**config.mk**
```make
export PLATFORM = sky130hd
export DESIGN_NAME = best_hamming_window_match
export DESIGN_NICKNAME = d
export VERILOG_FILES = /design/src/design/bhwm_pkg.sv /design/src/design/bhwm_front.sv /design/src/design/bhwm_queue.sv /design/src/design/bhwm_back.sv /design/src/design/best_hamming_window_match.sv
export SDC_FILE = /design/constraint.sdc
export NUM_CORES = 1
export LEC_CHECK = 0
export ABC_AREA = 1
export BUFFER_PORTS_ARGS = -buffer_cell sky130_fd_sc_hd__buf_2
export CAP_MARGIN = 20
export CORE_UTILIZATION = 34
export DETAILED_ROUTE_END_ITERATION = 8
export MAX_ROUTING_LAYER = met4
export PLACE_DENSITY = 0.56
export SYNTH_ARGS = -nofsm -noshare
export SYNTH_HDL_FRONTEND = slang
export SYNTH_SLANG_ARGS = --single-unit
```
**constraint.sdc**
```tcl
create_clock -name i_clk -period 6 [get_ports i_clk]
set_input_delay 1.2 -clock i_clk [delete_from_list [all_inputs] [get_ports i_clk]]
set_output_delay 1.2 -clock i_clk [all_outputs]
set_load 0.005 [all_outputs]
```
**src/design/bhwm_pkg.sv**
```systemverilog
package bhwm_pkg;

    // defaults for the top-level parameters
    localparam int PAT_MAX_DEF  = 64;
    localparam int TEXT_MAX_DEF = 65536;

    // fixed field widths
    localparam int SYM_W   = 8;
    localparam int DIST_W  = 6;
    localparam int INDEX_W = 16;

    // depth of the queue between front and back
    localparam int Q_DEPTH = 4;

    typedef enum logic {
        OP_PATTERN = 1'b0,
        OP_TEXT    = 1'b1
    } t_op;

    typedef struct packed {
        t_op              op;
        logic [SYM_W-1:0] symbol;
        logic             last;
    } t_cmd;

endpackage

```
**src/design/bhwm_front.sv**
```systemverilog
module bhwm_front (
    input  logic                        i_clk,
    input  logic                        i_rst_n,
    input  logic                        i_push,
    input  logic                        i_req_type,
    input  logic [bhwm_pkg::SYM_W-1:0]  i_symbol,
    input  logic                        i_last,
    output logic                        o_full,
    output logic                        o_q_push,
    input  logic                        i_q_full,
    output bhwm_pkg::t_cmd              o_q_cmd
);
    import bhwm_pkg::*;

    logic r_vld;
    logic n_vld;
    t_cmd r_cmd;
    logic accept;

    // input stage register, drains into the queue
    assign o_full   = r_vld && i_q_full;
    assign accept   = i_push && !o_full;
    assign o_q_push = r_vld && !i_q_full;
    assign o_q_cmd  = r_cmd;

    always_comb begin
        n_vld = r_vld;
        if (accept) begin
            n_vld = 1'b1;
        end else if (o_q_push) begin
            n_vld = 1'b0;
        end
    end

    always_ff @(posedge i_clk) begin
        if (!i_rst_n) begin
            r_vld <= 1'b0;
        end else begin
            r_vld <= n_vld;
        end
    end

    // classify the item
    always_ff @(posedge i_clk) begin
        if (accept) begin
            r_cmd.op     <= i_req_type ? OP_TEXT : OP_PATTERN;
            r_cmd.symbol <= i_symbol;
            r_cmd.last   <= i_last;
        end
    end

endmodule

```
**src/design/bhwm_queue.sv**
```systemverilog
module bhwm_queue (
    input  logic           i_clk,
    input  logic           i_rst_n,
    input  logic           i_push,
    input  bhwm_pkg::t_cmd i_cmd,
    output logic           o_full,
    input  logic           i_pop,
    output logic           o_vld,
    output bhwm_pkg::t_cmd o_cmd
);
    import bhwm_pkg::*;

    localparam int QP_W = $clog2(Q_DEPTH);

    t_cmd              r_mem [Q_DEPTH];
    logic [QP_W-1:0]   r_wr_ptr;
    logic [QP_W-1:0]   r_rd_ptr;
    logic [QP_W:0]     r_count;
    logic              do_push;
    logic              do_pop;

    assign o_full  = (r_count == (QP_W+1)'(Q_DEPTH));
    assign o_vld   = (r_count != '0);
    assign o_cmd   = r_mem[r_rd_ptr];
    assign do_push = i_push && !o_full;
    assign do_pop  = i_pop && o_vld;

    always_ff @(posedge i_clk) begin
        if (!i_rst_n) begin
            r_wr_ptr <= '0;
            r_rd_ptr <= '0;
            r_count  <= '0;
        end else begin
            if (do_push) begin
                r_wr_ptr <= r_wr_ptr + QP_W'(1);
            end
            if (do_pop) begin
                r_rd_ptr <= r_rd_ptr + QP_W'(1);
            end
            if (do_push && !do_pop) begin
                r_count <= r_count + (QP_W+1)'(1);
            end else if (do_pop && !do_push) begin
                r_count <= r_count - (QP_W+1)'(1);
            end
        end
    end

    always_ff @(posedge i_clk) begin
        if (do_push) begin
            r_mem[r_wr_ptr] <= i_cmd;
        end
    end

endmodule

```
**src/design/bhwm_back.sv**
```systemverilog
module bhwm_back #(
    parameter int PAT_MAX  = bhwm_pkg::PAT_MAX_DEF,
    parameter int TEXT_MAX = bhwm_pkg::TEXT_MAX_DEF
) (
    input  logic                          i_clk,
    input  logic                          i_rst_n,
    input  logic                          i_q_vld,
    input  bhwm_pkg::t_cmd                i_q_cmd,
    output logic                          o_q_pop,
    input  logic                          i_pop,
    output logic                          o_empty,
    output logic                          o_found,
    output logic [bhwm_pkg::DIST_W-1:0]   o_best_distance,
    output logic [bhwm_pkg::INDEX_W-1:0]  o_best_index,
    output logic                          o_overflow
);
    import bhwm_pkg::*;

    localparam int IDX_W  = (PAT_MAX > 1) ? $clog2(PAT_MAX) : 1;
    localparam int CNT_W  = $clog2(PAT_MAX + 1);
    localparam int POS_W  = $clog2(TEXT_MAX + 1);
    localparam int WIDE_W = ((POS_W > CNT_W) ? POS_W : CNT_W) + 1;

    typedef enum logic [3:0] {
        S_IDLE   = 4'b0001,
        S_CMP    = 4'b0010,
        S_DRAIN  = 4'b0100,
        S_FINISH = 4'b1000
    } t_state;

    // control state
    t_state             r_state, n_state;
    logic [CNT_W-1:0]   r_cnt, n_cnt;
    logic               r_closed, n_closed;
    logic [POS_W-1:0]   r_pos, n_pos;
    logic [IDX_W-1:0]   r_wptr, n_wptr;
    logic [CNT_W-1:0]   r_best, n_best;
    logic [INDEX_W-1:0] r_start, n_start;
    logic               r_ovf, n_ovf;
    logic               r_out_vld, n_out_vld;
    logic               r_rd_vld;

    // window scan
    logic [CNT_W-1:0]   r_j, n_j;
    logic [IDX_W-1:0]   r_ra, n_ra;
    logic [INDEX_W-1:0] r_cand, n_cand;
    logic [CNT_W-1:0]   r_diff, n_diff;
    logic               r_last, n_last;

    // stores
    logic [SYM_W-1:0]   r_pat_mem [PAT_MAX];
    logic [SYM_W-1:0]   r_txt_mem [PAT_MAX];
    logic [SYM_W-1:0]   r_pat_q;
    logic [SYM_W-1:0]   r_txt_q;

    // result register
    logic               r_o_found;
    logic [DIST_W-1:0]  r_o_dist;
    logic [INDEX_W-1:0] r_o_index;
    logic               r_o_ovf;

    logic               take;
    logic               load;
    logic               pat_we;
    logic [IDX_W-1:0]   pat_wa;
    logic               txt_we;
    logic [CNT_W-1:0]   e_cnt;
    logic [POS_W-1:0]   t_pos;
    logic [IDX_W-1:0]   t_wptr;
    logic [IDX_W:0]     ring_tmp;
    logic               mis;
    logic [CNT_W-1:0]   diff_fin;
    logic               res_found;

    function automatic logic [CNT_W-1:0] init_best(input logic [CNT_W-1:0] c);
        return (c == '0) ? '0 : c - CNT_W'(1);
    endfunction

    assign take    = (r_state == S_IDLE) && i_q_vld;
    assign o_q_pop = take;
    assign mis     = (r_pat_q != r_txt_q);
    assign diff_fin = r_diff + CNT_W'(mis);
    assign load    = (r_state == S_FINISH) && (!r_out_vld || i_pop);
    assign res_found = (r_cnt != '0) && (r_best < r_cnt - CNT_W'(1));

    assign e_cnt  = r_closed ? '0 : r_cnt;
    assign pat_wa = e_cnt[IDX_W-1:0];
    assign t_pos  = r_closed ? r_pos : '0;
    assign t_wptr = r_closed ? r_wptr : '0;

    // ring address of the oldest symbol in the window ending at t_wptr
    always_comb begin
        ring_tmp = {1'b0, t_wptr} + (IDX_W+1)'(PAT_MAX) - (IDX_W+1)'(r_cnt - CNT_W'(1));
        if (ring_tmp >= (IDX_W+1)'(PAT_MAX)) begin
            ring_tmp = ring_tmp - (IDX_W+1)'(PAT_MAX);
        end
    end

    always_comb begin
        n_state   = r_state;
        n_cnt     = r_cnt;
        n_closed  = r_closed;
        n_pos     = r_pos;
        n_wptr    = r_wptr;
        n_best    = r_best;
        n_start   = r_start;
        n_ovf     = r_ovf;
        n_j       = r_j;
        n_ra      = r_ra;
        n_cand    = r_cand;
        n_diff    = r_diff;
        n_last    = r_last;
        pat_we    = 1'b0;
        txt_we    = 1'b0;
        n_out_vld = r_out_vld;
        if (i_pop) begin
            n_out_vld = 1'b0;
        end

        unique case (r_state)
            S_IDLE: begin
                if (take && i_q_cmd.op == OP_PATTERN) begin
                    // a pattern symbol after a closed pattern starts a new one
                    n_cnt = e_cnt;
                    if (e_cnt < CNT_W'(PAT_MAX)) begin
                        pat_we = 1'b1;
                        n_cnt  = e_cnt + CNT_W'(1);
                    end
                    n_closed = i_q_cmd.last;
                    n_pos    = '0;
                    n_wptr   = '0;
                    n_best   = init_best(n_cnt);
                    n_start  = '0;
                    n_ovf    = 1'b0;
                end else if (take) begin
                    // text closes an open pattern and starts from clean text state
                    n_closed = 1'b1;
                    n_pos    = t_pos;
                    n_wptr   = t_wptr;
                    n_best   = r_closed ? r_best : init_best(r_cnt);
                    n_start  = r_closed ? r_start : '0;
                    n_ovf    = r_closed ? r_ovf : 1'b0;
                    n_last   = i_q_cmd.last;
                    if (i_q_cmd.last) begin
                        n_state = S_FINISH;
                    end
                    if (t_pos == POS_W'(TEXT_MAX)) begin
                        n_ovf = 1'b1;
                    end else begin
                        txt_we = 1'b1;
                        n_pos  = t_pos + POS_W'(1);
                        n_wptr = (t_wptr == IDX_W'(PAT_MAX - 1)) ? '0 : t_wptr + IDX_W'(1);
                        if (r_cnt != '0 &&
                            WIDE_W'(t_pos) + WIDE_W'(1) >= WIDE_W'(r_cnt)) begin
                            n_j     = '0;
                            n_ra    = ring_tmp[IDX_W-1:0];
                            n_cand  = INDEX_W'(WIDE_W'(t_pos) + WIDE_W'(1) - WIDE_W'(r_cnt));
                            n_diff  = '0;
                            n_state = S_CMP;
                        end
                    end
                end
            end
            S_CMP: begin
                if (r_rd_vld) begin
                    n_diff = diff_fin;
                end
                n_j  = r_j + CNT_W'(1);
                n_ra = (r_ra == IDX_W'(PAT_MAX - 1)) ? '0 : r_ra + IDX_W'(1);
                if (r_j == r_cnt - CNT_W'(1)) begin
                    n_state = S_DRAIN;
                end
            end
            S_DRAIN: begin
                // strict compare keeps the earliest window on a tie
                if (diff_fin < r_best) begin
                    n_best  = diff_fin;
                    n_start = r_cand;
                end
                n_state = r_last ? S_FINISH : S_IDLE;
            end
            S_FINISH: begin
                if (load) begin
                    n_out_vld = 1'b1;
                    n_pos     = '0;
                    n_wptr    = '0;
                    n_best    = init_best(r_cnt);
                    n_start   = '0;
                    n_ovf     = 1'b0;
                    n_state   = S_IDLE;
                end
            end
            default: begin
                n_state = S_IDLE;
            end
        endcase
    end

    always_ff @(posedge i_clk) begin
        if (!i_rst_n) begin
            r_state   <= S_IDLE;
            r_cnt     <= '0;
            r_closed  <= 1'b0;
            r_pos     <= '0;
            r_wptr    <= '0;
            r_best    <= '0;
            r_start   <= '0;
            r_ovf     <= 1'b0;
            r_out_vld <= 1'b0;
            r_rd_vld  <= 1'b0;
        end else begin
            r_state   <= n_state;
            r_cnt     <= n_cnt;
            r_closed  <= n_closed;
            r_pos     <= n_pos;
            r_wptr    <= n_wptr;
            r_best    <= n_best;
            r_start   <= n_start;
            r_ovf     <= n_ovf;
            r_out_vld <= n_out_vld;
            r_rd_vld  <= (r_state == S_CMP);
        end
    end

    always_ff @(posedge i_clk) begin
        r_j    <= n_j;
        r_ra   <= n_ra;
        r_cand <= n_cand;
        r_diff <= n_diff;
        r_last <= n_last;
        if (load) begin
            r_o_found <= res_found;
            r_o_dist  <= DIST_W'(r_best);
            r_o_index <= res_found ? r_start : '0;
            r_o_ovf   <= r_ovf;
        end
    end

    // pattern store: one write port, one registered read port
    always_ff @(posedge i_clk) begin
        if (pat_we) begin
            r_pat_mem[pat_wa] <= i_q_cmd.symbol;
        end
        if (r_state == S_CMP) begin
            r_pat_q <= r_pat_mem[r_j[IDX_W-1:0]];
        end
    end

    // text ring: one write port, one registered read port
    always_ff @(posedge i_clk) begin
        if (txt_we) begin
            r_txt_mem[t_wptr] <= i_q_cmd.symbol;
        end
        if (r_state == S_CMP) begin
            r_txt_q <= r_txt_mem[r_ra];
        end
    end

    assign o_empty         = !r_out_vld;
    assign o_found         = r_o_found;
    assign o_best_distance = r_o_dist;
    assign o_best_index    = r_o_index;
    assign o_overflow      = r_o_ovf;

endmodule

```
**src/design/best_hamming_window_match.sv**
```systemverilog
// Best Hamming-distance window match. Pattern items (req_type 0) build a pattern of up to
// PAT_MAX bytes, the one marked last closes it; text items (req_type 1) then stream in, and
// every full window of pattern length L is scored by its mismatch count against the pattern.
// The smallest count below L - 1 and the start index of the earliest window reaching it are
// kept; the last text item produces one result (found, best_distance, best_index, overflow)
// and clears the text state while the pattern stays for the next text. A pattern item after
// a closed pattern starts a new pattern. Text past TEXT_MAX symbols only sets overflow.
// Flow: every item passes through the input register before the queue. A pattern item is
// stored as the back end takes it, as is a text item with no full window yet; any other text
// item is scored by scanning the window one symbol a cycle through the single read port of
// the pattern store and of the text ring, then a drain state waits out the registered read;
// a last text item goes on to load the result register, and stalls there for as long as the
// previous result is still waiting to be popped.
// A 4-deep queue behind the input register takes items while the back end is scanning.
module best_hamming_window_match #(
    parameter int PAT_MAX  = bhwm_pkg::PAT_MAX_DEF,
    parameter int TEXT_MAX = bhwm_pkg::TEXT_MAX_DEF
) (
    input  logic                          i_clk,
    input  logic                          i_rst_n,
    // item input, queue style
    input  logic                          push,
    output logic                          full,
    input  logic                          i_req_type,
    input  logic [bhwm_pkg::SYM_W-1:0]    i_symbol,
    input  logic                          i_last,
    // result output, queue style
    output logic                          empty,
    input  logic                          pop,
    output logic                          o_found,
    output logic [bhwm_pkg::DIST_W-1:0]   o_best_distance,
    output logic [bhwm_pkg::INDEX_W-1:0]  o_best_index,
    output logic                          o_overflow
);
    import bhwm_pkg::*;

    // front to queue
    logic q_push;
    logic q_full;
    t_cmd q_in_cmd;
    // queue to back
    logic q_vld;
    logic q_pop;
    t_cmd q_out_cmd;

    // input register and item classification
    bhwm_front u_front (
        .i_clk      (i_clk),
        .i_rst_n    (i_rst_n),
        .i_push     (push),
        .i_req_type (i_req_type),
        .i_symbol   (i_symbol),
        .i_last     (i_last),
        .o_full     (full),
        .o_q_push   (q_push),
        .i_q_full   (q_full),
        .o_q_cmd    (q_in_cmd)
    );

    // decouples intake from the window scan
    bhwm_queue u_queue (
        .i_clk   (i_clk),
        .i_rst_n (i_rst_n),
        .i_push  (q_push),
        .i_cmd   (q_in_cmd),
        .o_full  (q_full),
        .i_pop   (q_pop),
        .o_vld   (q_vld),
        .o_cmd   (q_out_cmd)
    );

    // pattern store, text ring, window scan and result register
    bhwm_back #(
        .PAT_MAX  (PAT_MAX),
        .TEXT_MAX (TEXT_MAX)
    ) u_back (
        .i_clk           (i_clk),
        .i_rst_n         (i_rst_n),
        .i_q_vld         (q_vld),
        .i_q_cmd         (q_out_cmd),
        .o_q_pop         (q_pop),
        .i_pop           (pop),
        .o_empty         (empty),
        .o_found         (o_found),
        .o_best_distance (o_best_distance),
        .o_best_index    (o_best_index),
        .o_overflow      (o_overflow)
    );

endmodule

```
# Word-level counts from Yosys, hierarchy flattened

Memories as Yosys holds them, arrays and structs flattened. A register that Yosys moved wholly into a read port is not among the register bits.
Index checks and enable logic that the tools add are counted.

Register bits after elaboration: 140
Latch bits: 0
Memory bits (writable): 1064
Memory bits (read-only): 0
Word-level logic and storage cells: 198
Memories kept: 3

Add/subtract/negate cells: 17
Multiply operators: 0
Divide/modulo/power cells: 0
$lt $le $gt $ge: 5
Equality and inequality tests: 21
Shifts and indexed selects: 0
Multiplexer cells: 85
Bitwise logic cells: 3
Reduce and logical (&&, ||, !) cells: 38

Memory list:

| name             | words | width | rd ports | clocked after Yosys merged registers in | write ports | line             | text |
|---|---|---|---|---|---|---|---|
| u_back.r_pat_mem | 64    | 8     | 1        | 1                                       | 1           | bhwm_back.sv:51  | `logic [SYM_W-1:0] r_pat_mem [PAT_MAX];` |
| u_back.r_txt_mem | 64    | 8     | 1        | 1                                       | 1           | bhwm_back.sv:52  | `logic [SYM_W-1:0] r_txt_mem [PAT_MAX];` |
| u_queue.r_mem    | 4     | 10    | 1        | 1                                       | 1           | bhwm_queue.sv:15 | `t_cmd r_mem [Q_DEPTH];` |

Operators with widths:

| operator                                          | number |
|---|---|
| 2-to-1 mux 7 bit                                  | 16 |
| 2-to-1 mux 17 bit                                 | 5 |
| 2-to-1 mux 16 bit                                 | 5 |
| 2-to-1 mux 6 bit                                  | 12 |
| one-hot mux 16 bit (3 select lines)               | 1 |
| one-hot mux 17 bit (2 select lines)               | 1 |
| 2-to-1 mux 4 bit                                  | 8 |
| one-hot mux 7 bit (2 select lines)                | 2 |
| 2-to-1 mux 1 bit                                  | 26 |
| one-hot mux 6 bit (2 select lines)                | 2 |
| one-hot mux 7 bit (3 select lines)                | 1 |
| adder 17 x 1 -> 18 bit (second input constant)    | 1 |
| greater-or-equal comparator 18 x 7 -> 1 bit       | 1 |
| adder 17 x 1 -> 17 bit (second input constant)    | 1 |
| equality test 17 bit (second input constant)      | 1 |
| one-hot mux 4 bit (4 select lines)                | 1 |
| subtractor 16 x 7 -> 16 bit                       | 1 |
| AND reduction 5 bit                               | 3 |
| adder 7 x 1 -> 7 bit (second input constant)      | 2 |
| zero test 7 bit                                   | 2 |
| < comparator 7 bit                                | 2 |
| subtractor 7 x 1 -> 7 bit (second input constant) | 2 |
| adder 6 x 1 -> 6 bit (second input constant)      | 2 |
| equality test 6 bit (second input constant)       | 2 |
| 35 further kinds                                  | 69 |

# Logic depth before layout (Yosys ltp)

Gate-level depths: netlist (run 1).

Depth after elaboration: 10
Mapped depth: 24
Depth with buffers taken out: 20

# Hierarchy

A second synthesis (run 1) with hierarchy kept.

Cells, all modules: 4231
Area, all modules: 50404.6 um2

Modules (own cells, without submodules):

| module     | instances | cells each | area each (um2) |
|---|---|---|---|
| bhwm_back  | 1         | 4046       | 48061.1 |
| bhwm_queue | 1         | 166        | 1985.7 |
| bhwm_front | 1         | 19         | 357.8 |

# Worst setup path before layout (run 1)

Ideal clock, no wire load.

Path type: register to register
Start: reg with a tool-made name
End: mem u_back.r_pat_mem[0][6] (data pin)
Library setup time: 0.897 ns
Data arrival time: 4.382 ns
Data required time: 5.103 ns
Setup slack: 0.720 ns
Cell stages (with the launch flop): 6
Cells stage by stage: dfxtp_1 > inv_1 > buf_2 > clkbuf_1 > o21ai_0 > o22ai_1

RTL lines:

| what             | line |
|---|---|
| end: declaration | bhwm_back.sv:51 |

==> results of run 1 <==
[kinds of logic after synthesis]
logic type	synth area share [%]
AO/OA/AOI/OAI	11.8
XOR/XNOR	0.760
adder cells (fa/ha/maj)	1.08
buffers and inverters	3.17
flip-flops	71.2
multiplexers	0.970
AND/OR/NAND/NOR	11.1
[routing by layer]
metal | GRT usage (%) | vias to the layer above | routed length [um]
met5 | - | - | 0
met4 | 6.25 | 0 | 3710
met3 | 2.97 | 239 | 8710
met2 | 26.9 | 1044 | 60300
met1 | 23.0 | 16000 | 56900
li1 | - | 15100 | -
[power by group]
| part | internal [mW] | leakage [nW] | switching [mW] |
|---|---|---|---|
| Clock | 4.25 | 1.87 | 3.19 |
| Combinational | 2.74 | 5.61 | 7.92 |
| Sequential | 11.1 | 10.9 | 0.305 |
[layout make-up]
type / instances / area (um2) / area share (%)
sequential: 1222 / 36000 / 63.4
clock buffer: 147 / 3130 / 5.52
inverter: 170 / 649 / 1.14
timing repair buffer: 95 / 790 / 1.39
antenna: 3 / 7.51 / 0.0132
clock inverter: 71 / 717 / 1.26
tap: 1930 / 2410 / 4.25
multi-input combinational: 2486 / 13100 / 23.0
[worst max-delay path by stage]
stage / start / to / slack, ns / cells past startpoint
floorplan: flip-flop / u_back.r_pat_mem[0][6] / 0.72 / 5
CTS: u_back.r_closed / u_back.r_diff[5] / 1.43 / 19
finish: flip-flop / u_back.r_txt_mem[5][3] / 1.63 / 10
global placement: u_back.r_closed / u_back.r_diff[5] / 1.54 / 19
detailed placement: u_back.r_closed / u_back.r_diff[5] / 1.46 / 19
global route: flip-flop / u_back.r_txt_mem[53][7] / 1.37 / 10
[flip-flops by register name (all words and copies together) (netlist names), 3 cells and up, named ones only]
register	count
u_back.r_pat_mem	512
u_back.o_best_index	16
u_back.r_best	7
u_queue.r_mem	40
u_back.r_pos	17
u_queue.r_count	3
u_back.r_state	4
u_front.o_q_cmd	10
u_back.o_best_distance	6
u_back.r_start	16
u_back.r_cand	16
u_back.r_txt_mem	512
u_back.r_j	7
u_back.r_wptr	6
u_back.r_diff	7
u_back.r_pat_q	8
u_back.r_ra	6
u_back.r_cnt	7
u_back.r_txt_q	8
[cells in the mapped netlist, types with 3 or more instances]
master,n,share of area [%]
edfxtp_1,1151,68
nor2_1,876,6.5
o21ai_0,512,5.1
nand2_1,245,1.8
clkbuf_1,206,1.5
o22ai_1,177,2.2
inv_1,150,1.1
nand3_1,121,1.2
a21oi_1,114,1.1
o32ai_1,86,1.5
dfxtp_1,71,2.8
mux2i_1,49,0.97
o221ai_1,49,0.85
ha_1,39,0.97
nand4_1,31,0.38
xor2_1,28,0.49
a211oi_1,18,0.27
o211ai_1,18,0.27
buf_1,17,0.13
xnor2_1,14,0.24
buf_2,13,0.13
inv_2,13,0.097
nand2_2,13,0.16
a31oi_1,10,0.12
nor2_2,9,0.11
nor2_4,9,0.20
clkinv_1,7,0.052
nor3_1,7,0.069
o21ai_1,7,0.069
a22o_1,5,0.087
or2_2,5,0.062
nor3_2,4,0.079
nor4_1,4,0.050
and2_1,3,0.037
buf_6,3,0.067
fa_1,3,0.12
[worst register-to-register path: stages (launching register included)]
cell	delay [ns]
dfxtp_1	0.30
buf_4	0.19
inv_1	0.41
nand2_1	0.10
a32o_1	0.28
nand2_1	0.07
buf_4	0.34
nand2_1	0.20
nor2_2	0.28
nand4_1	0.88
nor2_1	0.93
==> out/results.ini, run 1 <==
[synthesis]
synth_edf_count=1151
syn_inst=4119
synth_area_um2=50500
synthesis.nets=4175
yosysWarnings=0
async_flop_share_pct=0
synth_seq_cells=1222
ys_seq_area_share_pct=71.2
netlist-cell-type-count=60
synth_ff_type=edfxtp_1
synth_area_per_cell_um2=12.3

[clock_network]
cts.reportedPaths.clkPinSlew_ns=0.07
cts_buffer_depth=3
root_buffer=clkbuf_16
cts.sinks=1222
cts_inserted_buffers=116
cts_htree_levels=3
cts-resized-gates=0
cts_tree=built
clock_latency_ns=0.73
hold_buffers=0
cts_setup_buffers=0

[placement]
port_buffers=39
hpwl_um=75200
pre_cts_slack_ns=1.46
postPlaceCellArea_um2=52900
place_inst=5900
gp_congestion=0.902

[routing]
drc=0
vias=32300
dr.pass1.iters=5
antenna_left=0
via_per_inst=5.28
routed_wl_um=130000
post_drt_wl_per_cell_um=21.2
drt-initial-drc-count=2781

[layout]
fin_util_pct=38.5
final_layout_size_suffix_gt1_share_pct=8.28
final_cell_mix=edfxtp_1 (1151), nor2_1 (875), o21ai_0 (512), nand2_1 (245), o22ai_1 (169)
nFillCells=13900
fin_area_um2=56800
nets=4147
syn2layout_area_growth_pct=12.3
final_cells=6124
layout_commonest_cell=edfxtp_1

[global_routing]
grt_max_degree=213
grt_overflow_total=0
grt_use_total_pct=17.4
grt_pass1_wl_um=195000
grt_pass1_vias=31100
antenna_found_initial=3

[power]
p_leak_nw=18.4
power_density_nw_per_um2=520
vdd_drop_max_uv=558
power_mw=29.5

[floorplan]
die_area_um2=150000
die_h_um=388
die_w_um=388
core-area_um2=148000
ios=40
start_util_pct=34.2
rows=141

[sta]
finalHoldViolCount=0
whs_ns=0.464
finalClockSkew_ns=0.0291
fmax_mhz=229
rsz0062_at_grt=no
setup-violations-final=0
setup_ws_ns=1.63
final.setup.tns_ns=0
tightest_slew_ns=1.20
min_period_ns=4.37
min_period_over_period_pct=72.9
slew_violations=0
slew_headroom_pct=19.8

[min_path]
min_from=u_back.r_start[5]
min_path_cells=2
hp-class=reg2reg
min_to=u_back.r_start[5]

[status]
status=finished, final reports clean

[setup_path]
crit_path_top_delay_cell=nor2_1
timing.critical_path.mode_cell=nand2_1
required_ns=6.36
startpoint_type=flip-flop
crit_family=simple AND/OR/NAND/NOR gates
r2r_slack_ns=1.63
crit_chain=buf_4 > inv_1 > nand2_1 > a32o_1 > nand2_1 > buf_4 > nand2_1 > nor2_2 > nand4_1 > nor2_1
worstSetupEndpointType=flip-flop
crit_type=reg2reg
reg2reg_to=u_back.r_txt_mem[5][3]
critPathArrivalTime_ns=4.73
path_buf_inv=3
slowest_delay_ns=0.93
crit_fanout=30
reg2reg_depth=10

[run]
maxCapViolCount=0

No activity file was read; power rests on OpenSTA's default activity.
==> run 2: changes to the inputs <==
==> constraint.sdc (replaced) <==
create_clock -name i_clk -period 4.4 [get_ports i_clk]
set_input_delay 0.88 -clock i_clk [delete_from_list [all_inputs] [get_ports i_clk]]
set_output_delay 0.88 -clock i_clk [all_outputs]
set_load 0.005 [all_outputs]
==> run 2 against run 1 <==
  * Total power is 37% higher
  * Global-route usage hardly changed
  * Combinational power increased by 37%
  * First-iteration DRC count grew 20%
  * Core utilization increased by 0.39 points
  * Wire length grew 0.59%
  * Final area is 1.0% higher
  * Cell count grew 0.88%
  * Count of clock-buffer cells in the layout shrank 2
  * Highest routed layer unchanged
==> out/results.ini, run 2 (synthesized netlist as in run 1, its figures left out) <==
[status]
status=finished, final reports clean

[layout]
final_cell_mix=edfxtp_1 (1151), nor2_1 (875), o21ai_0 (512), nand2_1 (245), o22ai_1 (169)
nets=4204  ; +1.4%
nFillCells=13900  ; -0.17%
regArea_um2=36000  ; unchanged
layout_commonest_cell=edfxtp_1
syn2layout_area_growth_pct=13.5
reg.largest.list=u_back.r_pat_mem: 512 flops, u_back.r_txt_mem: 512 flops, u_queue.r_mem: 40 flops
fin_area_um2=57300  ; +1.0%
multi_input_comb_area_um2=13100  ; about the same
final_layout_size_suffix_gt1_share_pct=9.49  ; +1.2 points

[min_path]
min_from=i_last
min_path_cells=1  ; -1
min_to=u_front.o_q_cmd[0]
hp-class=in2reg

[power]
p_clk_share_pct=25.3  ; about the same
p_leak_nw=18.8  ; +1.8%
combPwrFrac_pct=36.3  ; +0.2 points
power_frac_seq_pct=38.4  ; -0.3 points
internal_power_mw=24.9  ; +38%
switching_share_pct=38.5  ; -0.17 points
vdd_drop_max_uv=690  ; +24%
power.switching_mw=15.6  ; +37%
power_density_nw_per_um2=706  ; +36%

[clock_network]
root_buffer=clkbuf_16
cts.sinks=1222  ; unchanged
cts_inserted_buffers=118  ; +1.7%
cts_buffer_depth=3  ; unchanged
cts-resized-gates=0  ; unchanged
hold_buffers=0  ; unchanged
clock_latency_ns=0.75  ; +0.02 ns
cts_htree_levels=3  ; unchanged
cts.reportedPaths.clkPinSlew_ns=0.07  ; about the same
cts_tree=built
cts_setup_buffers=0  ; unchanged

[floorplan]
start_util_pct=34.2  ; unchanged
die_w_um=388  ; unchanged
ios=40  ; unchanged
die_area_um2=150000  ; unchanged
core-area_um2=148000  ; unchanged
rows=141  ; unchanged
die_h_um=388  ; unchanged

[routing]
vias=32600  ; +0.96%
drt-initial-drc-count=3328  ; +20%
dr.pass1.iters=8  ; +3
via_per_inst=5.28  ; about the same
drc=0  ; unchanged
routed_wl_um=130000  ; +0.59%
antenna_left=0  ; unchanged
post_drt_wl_per_cell_um=21.1  ; -0.29%

[setup_path]
reg2reg_depth=20  ; +10
startpoint_type=flip-flop
reg2reg_to=u_back.r_best[1]
r2r_slack_ns=0.54  ; -1.09 ns
worstSetupEndpointType=flip-flop
crit_fanout=42  ; +40%
r2r_start=u_back.r_txt_q[6]
crit_type=reg2reg
critPathArrivalTime_ns=4.50  ; -0.23 ns
required_ns=5.04  ; -1.32 ns

[sta]
setup_ws_ns=0.540  ; -1.09 ns
min_period_ns=3.86  ; -0.512 ns
finalClockSkew_ns=0.0298  ; +0.000710 ns
final.setup.tns_ns=0  ; unchanged
slew_violations=0  ; unchanged
min_period_over_period_pct=87.7  ; +15 points
rsz0062_at_grt=no
slew_headroom_pct=27.1  ; +7.3 points
tightest_slew_ns=1.09  ; -0.105 ns
setup-violations-final=0  ; unchanged
finalHoldViolCount=0  ; unchanged
fmax_mhz=259  ; +13%

[global_routing]
grt_use_total_pct=17.4  ; -0.044 points
antenna_found_initial=1  ; -2
grt_overflow_total=0  ; unchanged
grt_pass1_wl_um=194000  ; -0.28%
grt_pass1_vias=30600  ; -1.6%
grt_max_degree=154  ; -28%

[run]
maxCapViolCount=0  ; unchanged

[placement]
port_buffers=39  ; unchanged
gp_congestion=0.887  ; -1.6%
hpwl_um=75700  ; +0.63%
postPlaceCellArea_um2=53400  ; +1.1%
pre_cts_slack_ns=0.578  ; -0.887 ns

[run 2: layout make-up]
class | instances | area share [%]
Multi-Input combinational cell | 2486 | 22.8
Inverter | 170 | 1.13
Timing Repair Buffer | 150 | 2.32
Tap cell | 1930 | 4.21
Antenna cell | 1 | 0.00436
Clock buffer | 145 | 5.52
Clock inverter | 74 | 1.26
Sequential cell | 1222 | 62.7
[run 2: how the worst max path moves through the flow]
stage	endpoint	slack [ns]	startpoint
2_1_floorplan	u_back.r_j[0]	0.75	u_back.r_closed
3_3_place_gp	u_back.r_best[1]	0.61	u_back.r_txt_q[6]
3_5_place_dp	u_back.r_best[1]	0.58	u_back.r_txt_q[6]
4_1_cts	u_back.r_best[1]	0.55	u_back.r_txt_q[6]
5_1_grt	u_back.r_best[1]	0.24	u_back.r_txt_q[7]
6_report	u_back.r_best[1]	0.54	u_back.r_txt_q[6]
[run 2: routing by layer]
layer	global-route usage, %	up-vias	routed length, um
met5	-	-	0
met4	5.33	0	3300
met3	2.41	192	8190
met2	26.8	1014	60800
met1	23.7	16200	58100
li1	-	15200	-
[run 2: worst max-delay path, stage by stage (launching register included)]
cell and delay [ns]:
edfxtp_1 0.38, xnor2_1 0.18, nand2_1 0.07, or4_1 0.54, ha_1 0.24, ha_1 0.23, nand4_1 0.13, nor2_1 0.06
xnor2_1 0.26, inv_1 0.08, ha_1 0.30, nand2_1 0.06, inv_1 0.05, nand3_1 0.06, a21oi_1 0.12, o21ai_0 0.11
nand3_1 0.10, buf_4 0.37, inv_1 0.17, o211ai_1 0.18, inv_1 0.05
[run 2: power groups by stage]
stage          clock network (mW)  registers (mW)  logic (mW)
3_3_place_gp                    0            15.7        14.6
3_5_place_dp                    0            15.8        14.7
2_1_floorplan                   0            15.7        8.94
6_report                     10.2            15.5        14.7
5_1_grt                      10.8            15.6        16.0
4_1_cts                      10.4            15.5        14.8
[run 2: per-stage QoR]
stage / util (%) / power (mW) / hold WS [ns] / instances
final: 38.8 / 40.5 / 0.308 / 6178
after CTS: 38.8 / 40.7 / 0.263 / 6176
after floorplan: - / 24.6 / 0.408 / 4119
after global routing: 38.8 / 42.4 / 0.297 / 6178
after detailed placement: 36.2 / 30.5 / 0.455 / 5957
after global placement: 36.2 / 30.4 / 0.453 / 5957
